`src/zmp_pkg.sv`:
```
// Shared types and constants of the zoom motion profiler.
package zmp_pkg;

  localparam int FRAC_BITS = 8;
  localparam int TOL_C     = ((1 << FRAC_BITS) + 5) / 10;
  localparam int ONE_LEN   = 1 << FRAC_BITS;

  localparam logic [22:0] ZOOM_MIN_RST = 23'd76800;
  localparam logic [22:0] ZOOM_MAX_RST = 23'd256000;
  localparam logic [22:0] MAX_SPD_RST  = 23'd256000;
  localparam logic [23:0] ACCEL_RST    = 24'd1280000;
  localparam logic [15:0] SCROLL_RST   = 16'd6554;
  localparam logic [23:0] POS_RST      = 24'((int'(ZOOM_MIN_RST) + int'(ZOOM_MAX_RST)) / 2);

  // Number of quotient bits of the braking-rate divider.
  localparam int DIV_BITS = 47;

  typedef enum logic [2:0] {
    MODE_TICK     = 3'd0,
    MODE_SET      = 3'd1,
    MODE_OFFSET   = 3'd2,
    MODE_FRAC     = 3'd3,
    MODE_FRAC_OFF = 3'd4,
    MODE_SCROLL   = 3'd5
  } mode_e;

  typedef enum logic [2:0] {
    CFG_ZOOM_MIN  = 3'd0,
    CFG_ZOOM_MAX  = 3'd1,
    CFG_MAX_SPEED = 3'd2,
    CFG_ACCEL     = 3'd3,
    CFG_SCROLL    = 3'd4
  } cfg_idx_e;

  typedef enum logic [3:0] {
    OP_NONE,
    OP_LOAD,
    OP_MUL_CMD,
    OP_SET,
    OP_STOP,
    OP_MUL_SQ,
    OP_MUL_BRK,
    OP_DECIDE,
    OP_DIV_STEP,
    OP_DIV_END,
    OP_MUL_BOOST,
    OP_SPEED,
    OP_MUL_POS,
    OP_POS,
    OP_OUT
  } op_e;

  typedef enum logic [3:0] {
    ST_IDLE,
    ST_DISPATCH,
    ST_MULC,
    ST_SET,
    ST_TICK_SQ,
    ST_TICK_BRK,
    ST_DECIDE,
    ST_DIV,
    ST_DIV_END,
    ST_BOOST,
    ST_SPEED,
    ST_MULP,
    ST_POS,
    ST_FINISH
  } state_e;

  typedef struct packed {
    op_e op;
  } cmd_t;

  typedef struct packed {
    logic [2:0] mode;
    logic       active;
    logic       run;
    logic       need_div;
    logic       div_last;
  } status_t;

endpackage

```
`src/zmp_ctrl.sv`:
```
// Sequencing state machine of the zoom motion profiler.
module zmp_ctrl import zmp_pkg::*; (
  input  logic    clk_i,
  input  logic    rst_ni,
  input  logic    in_valid_i,
  output logic    in_ready_o,
  output logic    out_valid_o,
  input  logic    out_ready_i,
  output cmd_t    cmd_o,
  input  status_t status_i
);

  state_e state_q, state_d;
  logic   out_valid_q, out_valid_d;

  always_ff @(posedge clk_i or negedge rst_ni) begin
    if (!rst_ni) begin
      state_q     <= ST_IDLE;
      out_valid_q <= 1'b0;
    end else begin
      state_q     <= state_d;
      out_valid_q <= out_valid_d;
    end
  end

  always_comb begin
    state_d     = state_q;
    cmd_o.op    = OP_NONE;
    out_valid_d = out_valid_q && !out_ready_i;
    in_ready_o  = 1'b0;
    case (state_q)
      ST_IDLE: begin
        in_ready_o = 1'b1;
        if (in_valid_i) begin
          cmd_o.op = OP_LOAD;
          state_d  = ST_DISPATCH;
        end
      end
      ST_DISPATCH: begin
        case (status_i.mode)
          MODE_TICK:     state_d = status_i.active ? ST_TICK_SQ : ST_FINISH;
          MODE_SET:      state_d = ST_SET;
          MODE_OFFSET:   state_d = ST_SET;
          MODE_FRAC:     state_d = ST_MULC;
          MODE_FRAC_OFF: state_d = ST_MULC;
          MODE_SCROLL:   state_d = ST_MULC;
          default:       state_d = ST_FINISH;
        endcase
      end
      ST_MULC: begin
        cmd_o.op = OP_MUL_CMD;
        state_d  = ST_SET;
      end
      ST_SET: begin
        cmd_o.op = OP_SET;
        state_d  = ST_FINISH;
      end
      ST_TICK_SQ: begin
        if (status_i.run) begin
          cmd_o.op = OP_MUL_SQ;
          state_d  = ST_TICK_BRK;
        end else begin
          cmd_o.op = OP_STOP;
          state_d  = ST_FINISH;
        end
      end
      ST_TICK_BRK: begin
        cmd_o.op = OP_MUL_BRK;
        state_d  = ST_DECIDE;
      end
      ST_DECIDE: begin
        cmd_o.op = OP_DECIDE;
        state_d  = status_i.need_div ? ST_DIV : ST_BOOST;
      end
      ST_DIV: begin
        cmd_o.op = OP_DIV_STEP;
        if (status_i.div_last) begin
          state_d = ST_DIV_END;
        end
      end
      ST_DIV_END: begin
        cmd_o.op = OP_DIV_END;
        state_d  = ST_BOOST;
      end
      ST_BOOST: begin
        cmd_o.op = OP_MUL_BOOST;
        state_d  = ST_SPEED;
      end
      ST_SPEED: begin
        cmd_o.op = OP_SPEED;
        state_d  = ST_MULP;
      end
      ST_MULP: begin
        cmd_o.op = OP_MUL_POS;
        state_d  = ST_POS;
      end
      ST_POS: begin
        cmd_o.op = OP_POS;
        state_d  = ST_FINISH;
      end
      ST_FINISH: begin
        if (!out_valid_q || out_ready_i) begin
          cmd_o.op    = OP_OUT;
          out_valid_d = 1'b1;
          state_d     = ST_IDLE;
        end
      end
      default: state_d = ST_IDLE;
    endcase
  end

  assign out_valid_o = out_valid_q;

endmodule

```
`src/zmp_datapath.sv`:
```
// Registers, shared multiplier and braking-rate divider of the zoom motion profiler.
module zmp_datapath import zmp_pkg::*; (
  input  logic               clk_i,
  input  logic               rst_ni,
  input  logic               cfg_we_i,
  input  logic [2:0]         cfg_addr_i,
  input  logic [23:0]        cfg_wdata_i,
  input  logic [2:0]         in_mode_i,
  input  logic signed [23:0] in_value_i,
  input  logic [15:0]        in_dt_i,
  input  cmd_t               cmd_i,
  output status_t            status_o,
  output logic signed [23:0] out_pos_o,
  output logic               out_moving_o
);

  logic [22:0] zmin_q, zmax_q, cap_q;
  logic [23:0] accel_q;
  logic [15:0] sf_q;

  logic [2:0]         mode_q;
  logic signed [23:0] value_q;
  logic [15:0]        dt_q;

  logic signed [23:0] pos_q, pos_d, tgt_q, tgt_d, spd_q, spd_d;
  logic               braking_q, braking_d, active_q, active_d, stop_q, stop_d;
  logic signed [31:0] brake_q, brake_d;
  logic signed [32:0] boost_q, boost_d;
  logic [46:0]        sq_q, sq_d;
  logic signed [58:0] prod_q, prod_d;
  logic [46:0]        num_q, num_d, quo_q, quo_d;
  logic [25:0]        rem_q, rem_d;
  logic [5:0]         cnt_q, cnt_d;
  logic signed [23:0] opos_q;
  logic               omov_q;

  logic signed [24:0] delta;
  logic [24:0]        adelta;
  logic [23:0]        aspeed;
  logic signed [23:0] range;
  logic [23:0]        a_eff;
  logic               same, run, need_div;
  logic signed [32:0] mul_a;
  logic signed [25:0] mul_b;
  logic signed [58:0] mul_p;
  logic signed [42:0] sh16;
  logic signed [33:0] sh15, tcand, tcl;
  logic signed [24:0] tdiff;
  logic [26:0]        rem_sh;
  logic [26:0]        dvs;
  logic signed [43:0] ssum, scap;
  logic signed [43:0] psum;
  logic signed [31:0] rate;

  always_ff @(posedge clk_i or negedge rst_ni) begin
    if (!rst_ni) begin
      zmin_q  <= ZOOM_MIN_RST;
      zmax_q  <= ZOOM_MAX_RST;
      cap_q   <= MAX_SPD_RST;
      accel_q <= ACCEL_RST;
      sf_q    <= SCROLL_RST;
    end else if (cfg_we_i) begin
      case (cfg_addr_i)
        CFG_ZOOM_MIN:  zmin_q  <= cfg_wdata_i[22:0];
        CFG_ZOOM_MAX:  zmax_q  <= cfg_wdata_i[22:0];
        CFG_MAX_SPEED: cap_q   <= cfg_wdata_i[22:0];
        CFG_ACCEL:     accel_q <= cfg_wdata_i;
        CFG_SCROLL:    sf_q    <= cfg_wdata_i[15:0];
        default: ;
      endcase
    end
  end

  always_ff @(posedge clk_i or negedge rst_ni) begin
    if (!rst_ni) begin
      pos_q     <= POS_RST;
      tgt_q     <= POS_RST;
      spd_q     <= '0;
      braking_q <= 1'b0;
      brake_q   <= '0;
      active_q  <= 1'b0;
      stop_q    <= 1'b0;
      cnt_q     <= '0;
    end else begin
      pos_q     <= pos_d;
      tgt_q     <= tgt_d;
      spd_q     <= spd_d;
      braking_q <= braking_d;
      brake_q   <= brake_d;
      active_q  <= active_d;
      stop_q    <= stop_d;
      cnt_q     <= cnt_d;
    end
  end

  always_ff @(posedge clk_i) begin
    if (cmd_i.op == OP_LOAD) begin
      mode_q  <= in_mode_i;
      value_q <= in_value_i;
      dt_q    <= in_dt_i;
    end
    if (cmd_i.op == OP_OUT) begin
      opos_q <= pos_q;
      omov_q <= active_q;
    end
    boost_q <= boost_d;
    sq_q    <= sq_d;
    prod_q  <= prod_d;
    num_q   <= num_d;
    quo_q   <= quo_d;
    rem_q   <= rem_d;
  end

  assign delta  = 25'(tgt_q) - 25'(pos_q);
  assign adelta = delta[24] ? 25'(-delta) : 25'(delta);
  assign aspeed = spd_q[23] ? 24'(-spd_q) : 24'(spd_q);
  assign range  = $signed({1'b0, zmax_q}) - $signed({1'b0, zmin_q});
  assign a_eff  = (accel_q == '0) ? 24'd1 : accel_q;
  assign same   = (!spd_q[23] && spd_q != '0 && !delta[24] && delta != '0) ||
                  (spd_q[23] && delta[24]);
  assign run    = (adelta > 25'(TOL_C)) || (aspeed > 24'(ONE_LEN));
  assign need_div = !braking_q && ({3'b0, sq_q} >= prod_q[49:0]) && same;
  assign dvs    = {adelta, 1'b0, 1'b0} >> 1;

  // Shared multiplier operand selection.
  always_comb begin
    mul_a = '0;
    mul_b = '0;
    case (cmd_i.op)
      OP_MUL_CMD: begin
        mul_a = (mode_q == MODE_SCROLL) ? $signed({17'b0, sf_q}) : 33'(value_q);
        mul_b = 26'(range);
      end
      OP_MUL_SQ: begin
        mul_a = 33'(spd_q);
        mul_b = 26'(spd_q);
      end
      OP_MUL_BRK: begin
        mul_a = $signed({8'b0, a_eff, 1'b0});
        mul_b = $signed({1'b0, 25'(adelta + 25'd1)});
      end
      OP_MUL_BOOST: begin
        mul_a = boost_q;
        mul_b = $signed({10'b0, dt_q});
      end
      OP_MUL_POS: begin
        mul_a = 33'(spd_q);
        mul_b = $signed({10'b0, dt_q});
      end
      default: ;
    endcase
  end

  assign mul_p = 59'(mul_a) * 59'(mul_b);
  assign sh16  = 43'(prod_q >>> 16);
  assign sh15  = 34'(prod_q >>> 15);

  // Candidate target of a target command, then the clamp.
  always_comb begin
    case (mode_q)
      MODE_SET:      tcand = 34'(value_q);
      MODE_OFFSET:   tcand = 34'(tgt_q) - 34'(value_q);
      MODE_FRAC:     tcand = $signed({11'b0, zmin_q}) + sh15;
      MODE_FRAC_OFF: tcand = 34'(tgt_q) - sh15;
      MODE_SCROLL: begin
        if (value_q > 0)      tcand = 34'(tgt_q) - 34'(sh16);
        else if (value_q < 0) tcand = 34'(tgt_q) + 34'(sh16);
        else                  tcand = 34'(tgt_q);
      end
      default:       tcand = 34'(tgt_q);
    endcase
    if (tcand < $signed({11'b0, zmin_q}))      tcl = $signed({11'b0, zmin_q});
    else if (tcand < $signed({11'b0, zmax_q})) tcl = tcand;
    else                                       tcl = $signed({11'b0, zmax_q});
    tdiff = 25'(tcl[23:0]) - 25'(pos_q);
  end

  // Braking rate from the quotient, saturated to 32 bits.
  always_comb begin
    if (!delta[24]) begin
      rate = (quo_q >= 47'h80000000) ? 32'sh80000000 : 32'(-$signed({1'b0, quo_q}));
    end else begin
      rate = (quo_q > 47'h7FFFFFFF) ? 32'sh7FFFFFFF : $signed(quo_q[31:0]);
    end
  end

  assign rem_sh = {rem_q, num_q[46]};
  assign ssum   = 44'(spd_q) + 44'(sh16);
  assign scap   = $signed({21'b0, cap_q});
  assign psum   = 44'(pos_q) + 44'(sh16);

  always_comb begin
    pos_d     = pos_q;
    tgt_d     = tgt_q;
    spd_d     = spd_q;
    braking_d = braking_q;
    brake_d   = brake_q;
    active_d  = active_q;
    stop_d    = stop_q;
    boost_d   = boost_q;
    sq_d      = sq_q;
    prod_d    = prod_q;
    num_d     = num_q;
    quo_d     = quo_q;
    rem_d     = rem_q;
    cnt_d     = cnt_q;
    case (cmd_i.op)
      OP_MUL_CMD, OP_MUL_BRK, OP_MUL_BOOST, OP_MUL_POS: prod_d = mul_p;
      OP_MUL_SQ: sq_d = mul_p[46:0];
      OP_SET: begin
        braking_d = 1'b0;
        tgt_d     = tcl[23:0];
        if (tdiff > 25'sd0 ? tdiff > 25'(TOL_C) : -tdiff > 25'(TOL_C)) begin
          active_d = 1'b1;
        end
      end
      OP_STOP: begin
        spd_d     = '0;
        braking_d = 1'b0;
        active_d  = 1'b0;
      end
      OP_DECIDE: begin
        stop_d = 1'b0;
        if (braking_q) begin
          if ((delta < 0 && brake_q > 0) || (delta > 0 && brake_q < 0)) begin
            boost_d = '0;
            stop_d  = 1'b1;
          end else begin
            boost_d = 33'(brake_q);
          end
        end else if (need_div) begin
          num_d = sq_q;
          rem_d = '0;
          quo_d = '0;
          cnt_d = 6'(DIV_BITS - 1);
        end else if (delta > 0) begin
          boost_d = $signed({9'b0, accel_q});
        end else if (delta < 0) begin
          boost_d = -$signed({9'b0, accel_q});
        end else begin
          boost_d = '0;
        end
      end
      OP_DIV_STEP: begin
        num_d = {num_q[45:0], 1'b0};
        cnt_d = cnt_q - 6'd1;
        if (rem_sh >= dvs) begin
          rem_d = 26'(rem_sh - dvs);
          quo_d = {quo_q[45:0], 1'b1};
        end else begin
          rem_d = rem_sh[25:0];
          quo_d = {quo_q[45:0], 1'b0};
        end
      end
      OP_DIV_END: begin
        braking_d = 1'b1;
        brake_d   = rate;
        boost_d   = 33'(rate);
      end
      OP_SPEED: begin
        if (ssum < -scap)     spd_d = 24'(-scap);
        else if (ssum > scap) spd_d = 24'(scap);
        else                  spd_d = ssum[23:0];
      end
      OP_POS: begin
        if (psum > 44'sd8388607)       pos_d = 24'sh7FFFFF;
        else if (psum < -44'sd8388608) pos_d = 24'sh800000;
        else                           pos_d = psum[23:0];
        if (stop_q) begin
          spd_d     = '0;
          braking_d = 1'b0;
          active_d  = 1'b0;
        end
      end
      default: ;
    endcase
  end

  assign status_o.mode     = mode_q;
  assign status_o.active   = active_q;
  assign status_o.run      = run;
  assign status_o.need_div = need_div;
  assign status_o.div_last = (cnt_q == '0);
  assign out_pos_o         = opos_q;
  assign out_moving_o      = omov_q;

endmodule

```
`src/zoom_motion_profiler.sv`:
```
// Top level of the zoom motion profiler: stream ports, controller and datapath.
// Steps after acceptance: dispatch, set, finish for set and offset commands; a multiply
// before the set for fraction and scroll; dispatch, finish for an idle tick or unused mode;
// a stop step for a tick that stops at once; square, brake product, decide, boost, speed,
// position product, position for a moving tick; the one-bit-per-cycle divider for the braking
// rate (47 quotient bits) joins when braking starts. One word is in work at a time; the
// next is taken once the result is registered; a waiting result word holds off the input.
// Reset clears the motion state; position and target return to the limits' midpoint.
module zoom_motion_profiler import zmp_pkg::*; (
  input  logic        clk_i,
  input  logic        rst_ni,
  input  logic        cfg_we_i,
  input  logic [2:0]  cfg_addr_i,
  input  logic [23:0] cfg_wdata_i,
  input  logic        s_axis_tvalid,
  output logic        s_axis_tready,
  input  logic [39:0] s_axis_tdata,   // value [23:0], time_step [39:24]
  input  logic [2:0]  s_axis_tuser,   // mode [2:0]
  output logic        m_axis_tvalid,
  input  logic        m_axis_tready,
  output logic [31:0] m_axis_tdata    // position [23:0], moving [24], zero above
);

  cmd_t               cmd;
  status_t            status;
  logic signed [23:0] out_pos;
  logic               out_moving;

  // The controller steps through the phases of one word; the datapath
  // holds all state and does the arithmetic on its commands.
  zmp_ctrl u_ctrl (
    .clk_i       (clk_i),
    .rst_ni      (rst_ni),
    .in_valid_i  (s_axis_tvalid),
    .in_ready_o  (s_axis_tready),
    .out_valid_o (m_axis_tvalid),
    .out_ready_i (m_axis_tready),
    .cmd_o       (cmd),
    .status_i    (status)
  );

  zmp_datapath u_dp (
    .clk_i        (clk_i),
    .rst_ni       (rst_ni),
    .cfg_we_i     (cfg_we_i),
    .cfg_addr_i   (cfg_addr_i),
    .cfg_wdata_i  (cfg_wdata_i),
    .in_mode_i    (s_axis_tuser),
    .in_value_i   ($signed(s_axis_tdata[23:0])),
    .in_dt_i      (s_axis_tdata[39:24]),
    .cmd_i        (cmd),
    .status_o     (status),
    .out_pos_o    (out_pos),
    .out_moving_o (out_moving)
  );

  // The output word is registered in the datapath and held until taken.
  assign m_axis_tdata = {7'b0, out_moving, out_pos};

endmodule

```
`config.mk`:
```
export PLATFORM = sky130hd
export DESIGN_NAME = zoom_motion_profiler
export DESIGN_NICKNAME = d
export VERILOG_FILES = /design/src/zmp_pkg.sv /design/src/zmp_ctrl.sv /design/src/zmp_datapath.sv /design/src/zoom_motion_profiler.sv
export SDC_FILE = /design/constraint.sdc
export NUM_CORES = 2
export LEC_CHECK = 0
export ABC_CLOCK_PERIOD_IN_PS = 18300
export BUFFER_PORTS_ARGS = -buffer_cell sky130_fd_sc_hd__buf_4
export CORE_ASPECT_RATIO = 1.5
export CORE_UTILIZATION = 50
export DETAILED_ROUTE_END_ITERATION = 10
export PLACE_DENSITY = 0.67
export SLEW_MARGIN = 0
export SYNTH_ARGS = -nofsm -noshare
export SYNTH_HDL_FRONTEND = slang
export SYNTH_SLANG_ARGS = --single-unit
```
`constraint.sdc`:
```
create_clock -name clk_i -period 18.3 [get_ports clk_i]
set_clock_uncertainty 0.15 [all_clocks]
set_input_delay 5.49 -clock clk_i [delete_from_list [all_inputs] [get_ports clk_i]]
set_output_delay 5.49 -clock clk_i [all_outputs]
set_load 0.03 [all_outputs]
```
Word level (Yosys, flattened, before mapping)
Cells that the tools add are included.
{"block": "word_totals", "regBits": 554, "inputBits": 75, "wordCells": 221}
{"block": "op_classes", "n_mux": 62, "n_reduce_logical": 48, "magnitude_cmp": 21, "addsub": 19, "mul": 1, "n_eq_ne": 44}
{"cell": "2-to-1 mux 24 bit", "n": 9}
{"cell": "2-to-1 mux 33 bit", "n": 6}
{"cell": "2-to-1 mux 47 bit", "n": 4}
{"cell": "one-hot mux 47 bit (2 select lines)", "n": 2}
{"cell": "one-hot mux 34 bit (5 select lines)", "n": 1}
{"cell": "one-hot mux 33 bit (4 select lines)", "n": 1}
{"cell": "one-hot mux 26 bit (4 select lines)", "n": 1}
{"cell": "one-hot mux 4 bit (13 select lines)", "n": 2}
{"cell": "2-to-1 mux 32 bit", "n": 3}
{"cell": "adder 24 x 43 -> 44 bit", "n": 2}
{"cell": "2-to-1 mux 26 bit", "n": 3}
{"cell": "one-hot mux 24 bit (3 select lines)", "n": 1}
{"cell": "adder 24 x 34 -> 34 bit", "n": 2}
{"cell": "< comparator 34 x 24 -> 1 bit", "n": 2}
{"cell": "2-to-1 mux 34 bit", "n": 2}
{"cell": "subtractor 24 x 34 -> 34 bit", "n": 2}
{"cell": "one-hot mux 33 bit (2 select lines)", "n": 1}
{"cell": "multiplier 33 x 26 -> 59 bit", "n": 1}
{"cell": "equality test 4 bit (second input constant)", "n": 13}
{"cell": "one-hot mux 26 bit (2 select lines)", "n": 1}
{"cell": ">= comparator 47 x 50 -> 1 bit", "n": 1}
{"cell": "> comparator 25 x 1 -> 1 bit (second input constant)", "n": 2}
{"cell": "> comparator 25 x 6 -> 1 bit (second input constant)", "n": 2}
{"cell": "negator 25 bit", "n": 2}
{"cell": "56 further kinds", "n": 129}

Logic depth before layout (Yosys ltp)
{"block": "logic_depth", "ltp_word": 13, "mapped_depth": 50, "ltp_nobuf": 46}

By module
From an unflattened synthesis, not the netlist that was laid out.
{"block": "hier_totals", "hier_cells": 9262, "area_unflattened_um2": 79565.1}
{"module": "zmp_datapath", "cells_each": 9173, "seq_area_each_um2": 15419.8, "n_inst": 1, "area_each_um2": 78919.4}
{"module": "zmp_ctrl", "cells_each": 80, "seq_area_each_um2": 125.1, "n_inst": 1, "area_each_um2": 581.8}
{"module": "zoom_motion_profiler", "cells_each": 9, "seq_area_each_um2": 0.0, "n_inst": 1, "area_each_um2": 63.8}

Least setup slack after synthesis
OpenSTA, ideal clock, no wires.
{"block": "synth_timing", "path_kind": "register to register", "from": "register u_dp.tgt_q[1]", "to": "register u_dp.prod_q[56], data pin", "t_arrival_ns": 11.675, "setup_ns": 0.259, "path_stages_with_launch": 43, "setup_slack_ns": 6.216, "cell_sequence": "dfrtp_1 -> inv_1 -> fa_1 -> nand2b_1 -> a21oi_1 -> xor2_2 -> nor3_1 -> nand4_1 -> xnor2_1 -> or4_1 -> a2111oi_2 -> nand3b_1 -> nor2_1 -> xnor2_1 -> a222oi_1 -> clkbuf_1 -> nor2_1 -> fa_1 -> (+7 left out) -> inv_1 -> fa_1 -> inv_1 -> ha_1 -> clkbuf_1 -> nand3_1 -> or3_1 -> o22ai_1 -> nor3_1 -> o21ai_0 -> a41oi_1 -> a2111oi_0 -> o31a_1 -> a21oi_1 -> o31a_1 -> o21ai_0 -> o21ai_0 -> xnor2_1"}
{"block": "synth_between", "elab_chain_cells": 11, "elab_cells_between_ends": 18, "cone_classes": "3 x add/sub; 1 x mul; 1 x order compare; 5 x eq/ne; 5 x mux; 3 x reduce/logical"}
{"item": "from (decl)", "line": "zmp_datapath.sv:25", "source": "logic signed [23:0] pos_q, pos_d, tgt_q, tgt_d, spd_q, spd_d;"}
{"item": "from (signal assigned)", "line": "zmp_datapath.sv:86", "source": "tgt_q <= tgt_d;"}
{"item": "subtractor 24 x 24 -> 25 bit *", "line": "zmp_datapath.sv:114", "source": "assign delta = 25'(tgt_q) - 25'(pos_q);"}
{"item": "negator 25 bit", "line": "zmp_datapath.sv:115", "source": "assign adelta = delta[24] ? 25'(-delta) : 25'(delta);"}
{"item": "2-to-1 mux 25 bit *", "line": "zmp_datapath.sv:115"}
{"item": "> comparator 25 x 5 -> 1 bit", "line": "zmp_datapath.sv:121", "source": "assign run = (adelta > 25'(TOL_C)) || (aspeed > 24'(ONE_LEN));"}
{"item": "logical OR 1 bit", "line": "zmp_datapath.sv:121"}
{"item": "2-to-1 mux 1 bit", "line": "zmp_ctrl.sv:59", "source": "if (status_i.run) begin"}
{"item": "one-hot mux 4 bit (13 select lines)", "line": "zmp_ctrl.sv:31", "source": "case (state_q)"}
{"item": "equality test 4 x 3 -> 1 bit or equality test 4 bit (tied branches)", "line": "zmp_datapath.sv:129", "source": "case (cmd_i.op)"}
{"item": "OR reduction 2 bit (no line)"}
{"item": "one-hot mux 33 bit (4 select lines) or one-hot mux 26 bit (4 select lines) (tied branches)", "line": "zmp_datapath.sv:129"}
{"item": "multiplier 33 x 26 -> 59 bit *", "line": "zmp_datapath.sv:154", "source": "assign mul_p = 59'(mul_a) * 59'(mul_b);"}
{"item": "net u_dp.mul_p[56]", "line": "zmp_datapath.sv:45", "source": "logic signed [58:0] mul_p;"}
{"item": "to (signal assigned)", "line": "zmp_datapath.sv:108", "source": "prod_q <= prod_d;"}
{"item": "to (decl)", "line": "zmp_datapath.sv:30", "source": "logic signed [58:0] prod_q, prod_d;"}
Mark *: on every way through the listed nets, which the timed path passes. The rest lies on a longest branch.
A chain may end at the register's enable or synchronous reset.

Worst setup path after layout
{"block": "layout_timing", "from": "register u_dp.tgt_q[1]", "to": "register u_dp.prod_q[57], data pin"}
The elaborated chain is that of the path after synthesis.

==> results.py <==
metrics = {
    "detailed_routing": {
        "wirelength_um": 344000,
        "drt-initial-drc-count": 6320,
        "ant_nets": 0,
        "drc": 44,
        "wl_per_cell_um": 30.4,
        "vias_per_cell": 6.39,
        "first_pass_iters": 11,
        "num_vias": 72500,
    },
    "floorplan": {
        "ios": 109,
        "die_w_um": 329,
        "start_util_pct": 50.5,
        "die-area_mm2": 0.162,
        "die_h_um": 492,
        "core_area_mm2": 0.159,
        "rows": 179,
    },
    "setup_path": {
        "cp_data_arrival_time_ns": 15.33,
        "critPathCaptureType": "flip-flop",
        "r2r_slack_ns": 3.27,
        "critPathMaxStageDelay_ns": 0.72,
        "reg2regPathDepth": 45,
        "worstSetupPathType": "flip-flop to flip-flop",
        "r2r_end": "u_dp.prod_q[57]$_DFFE_PP_",
        "cp_common_cell": "fa_1",
        "critPathMaxFanout": 50,
        "cp.required_ns": 18.60,
        "start_kind": "flip-flop",
        "r2r_start": "u_dp.tgt_q[1]$_DFFE_PN0P_",
        "crit_slowest_cell": "buf_4",
    },
    "cts": {
        "cts_hold_buf": 0,
        "cts_buffer_depth": 3,
        "clock_latency_ns": 0.77,
        "cts.clk_slew.worst_paths_ns": 0.07,
        "numCtsBuffers": 60,
        "cts_resized": 0,
        "ctsRootBufferMaster": "clkbuf_16",
        "cts_setup_buffers": 0,
        "cts_tree": "built",
        "cts.sinks": 554,
        "cts_max_level": 2,
    },
    "timing": {
        "setup_viol": 0,
        "rsz0062_at_grt": "no",
        "finalSetupTns_ns": 0,
        "finalHoldViolations": 0,
        "post-route-period-util_pct": 82.1,
        "drv_slew": 0,
        "max_freq_ghz": 0.0665,
        "slew_headroom_pct": 14.0,
        "min_period_ns": 15.03,
        "worst_pin_slew_ns": 1.29,
    },
    "grt": {
        "grt_max_degree": 154,
        "grt_pass1_wl_um": 498000,
        "overflow": 0,
        "track_usage_pct": 42.6,
        "grt_pass1_vias": 74300,
        "antenna_found_initial": 21,
    },
    "logic_synthesis": {
        "postSynthAreaPerCell_um2": 8.64,
        "ys_seq_elements": 554,
        "syn-instance-count": 9270,
        "async_flop_share_pct": 41.0,
        "syn_area_mm2": 0.0801,
        "yosysWarningCount": 0,
        "synth-edff-count": 327,
        "synth.distinct_cells": 120,
        "synthFlopType": "edfxtp_1",
        "ys_seq_area_share_pct": 19.4,
    },
    "placement": {
        "gp_congestion": 1.06,
        "io_buffers": 101,
        "dpl.hpwl_um": 273000,
    },
    "cells_and_area": {
        "fin_nets": 10800,
        "area_growth_pct": 6.73,
        "layout-drive-gt1-share_pct": 6.59,
    },
    "status": {
        "status": "finished, violations left",
        "violations": "design-rule violations",
    },
    "worst_hold_path": {
        "hold_path_class": "flip-flop to flip-flop",
        "hold_path_end": "u_dp.out_pos_o[16]$_DFFE_PN_",
        "hp-start": "u_dp.pos_q[16]$_DFFE_PN0N_",
        "hold_depth": 0,
    },
    "flow_run": {
        "drv_cap": 0,
    },
}
[synthesized netlist by cell type, drive strengths merged (75+ instances only)]
cell | n | area, um2
a211oi | 99 | 763
a21o | 194 | 1460
a21oi | 567 | 2950
a31oi | 77 | 494
and2 | 122 | 766
buf | 139 | 766
clkbuf | 264 | 991
dfrtp | 191 | 4780
edfxtp | 327 | 9820
fa | 889 | 17800
ha | 646 | 8080
inv | 1264 | 4740
nand2 | 1040 | 3910
nand2b | 125 | 782
nand3 | 118 | 591
nand4 | 79 | 494
nor2 | 860 | 3240
nor2b | 81 | 507
nor3 | 172 | 861
o21a | 75 | 564
o21ai | 423 | 2120
o22ai | 76 | 475
or3 | 81 | 512
xnor2 | 294 | 2580
xor2 | 116 | 1040
[kinds of logic after synthesis]
family	Yosys count	share of synthesized area, %
adder cells (fa/ha/maj)	1537	32.3
multiplexers	97	1.28
buffers and inverters	1669	8.12
flip-flops	554	19.4
XOR/XNOR	412	4.58
other	1	0.00468
AND/OR/NAND/NOR	2925	16.8
AO/OA/AOI/OAI	2075	17.5
[layout by cell type (no fill, tap or decap), drive strengths merged, types with 81 or more instances in the layout]
cell and count:
inv 1270, nand2 1040, fa 889, nor2 860, ha 646, a21oi 567
o21ai 423, edfxtp 327, xnor2 294, buf 258, a21o 194, dfrtp 191
nor3 172, nand2b 125, and2 122, nand3 118, xor2 116, a211oi 99
nor2b 81, or3 81
[worst max-delay path by stage]
stage / startpoint / endpoint / slack [ns] / cells after the start
4_1_cts: u_dp.tgt_q[1]$_DFFE_PN0P_ / u_dp.prod_q[57]$_DFFE_PP_ / 3.33 / 45
3_3_place_gp: u_dp.tgt_q[1]$_DFFE_PN0P_ / u_dp.prod_q[56]$_DFFE_PP_ / 3.70 / 44
5_1_grt: u_dp.tgt_q[1]$_DFFE_PN0P_ / u_dp.prod_q[57]$_DFFE_PP_ / 2.31 / 45
6_report: u_dp.tgt_q[1]$_DFFE_PN0P_ / u_dp.prod_q[57]$_DFFE_PP_ / 3.27 / 45
2_1_floorplan: u_dp.tgt_q[1]$_DFFE_PN0P_ / u_dp.prod_q[56]$_DFFE_PP_ / 6.22 / 42
3_5_place_dp: u_dp.tgt_q[1]$_DFFE_PN0P_ / u_dp.prod_q[57]$_DFFE_PP_ / 3.40 / 45
[per-stage QoR]
stage / utilization [%] / setup WS [ns] / instance area [um2] / hold slack [ns] / std cells
after floorplan: - / 6.22 / 80100 / 0.301 / 9277
final: 53.8 / 3.27 / 85500 / 0.331 / 11300
after CTS: 53.8 / 3.33 / 85400 / 0.332 / 11300
after global routing: 53.8 / 2.31 / 85500 / 0.344 / 11300
after global placement: 52.4 / 3.70 / 83200 / 0.308 / 11200
after detailed placement: 52.4 / 3.40 / 83300 / 0.316 / 11200
[sequential cells by signal, summed over array words and instances (netlist names), 4 cells and up]
signal,cells
u_ctrl.state_q,4
u_dp.accel_q,24
u_dp.boost_q,33
u_dp.brake_q,32
u_dp.cap_q,23
u_dp.cnt_q,6
u_dp.dt_q,16
u_dp.num_q,47
u_dp.out_pos_o,24
u_dp.pos_q,24
u_dp.prod_q,59
u_dp.quo_q,47
u_dp.rem_q,26
u_dp.sf_q,16
u_dp.spd_q,24
u_dp.sq_q,47
u_dp.tgt_q,24
u_dp.value_q,24
u_dp.zmax_q,23
u_dp.zmin_q,23
[metal layers]
metal  wire length (um)  track usage, %  part of all wire, %
met4              42600            42.3                   12
met1             112000            44.0                   33
met3              27400            8.80                  8.0
met2             162000            70.5                   47
met5                 92               0                0.027
[cell type report]
cell class	count	area, um2
fillers	14900	73300
multi-input cells	7054	58400
flip-flops and latches	554	15500
inverters	1266	4750
well taps	2081	2600
repair buffers	258	1980
clock buffers	75	1650
clock inverters	39	522
diodes	18	45.0
[worst max-delay path: cells and delay by family (launching register included)]
kind / cells / cell delay (ns)
xor+xnor: 2 / 0.35
fa+ha+maj: 9 / 4.55
flops: 1 / 0.64
simple gates: 10 / 2.58
buf+inv: 9 / 2.41
compound gates: 15 / 3.93
Power is left out: the tool's default activity adds up to more than one toggle a clock period on the data nets, which glitch-free logic cannot reach.
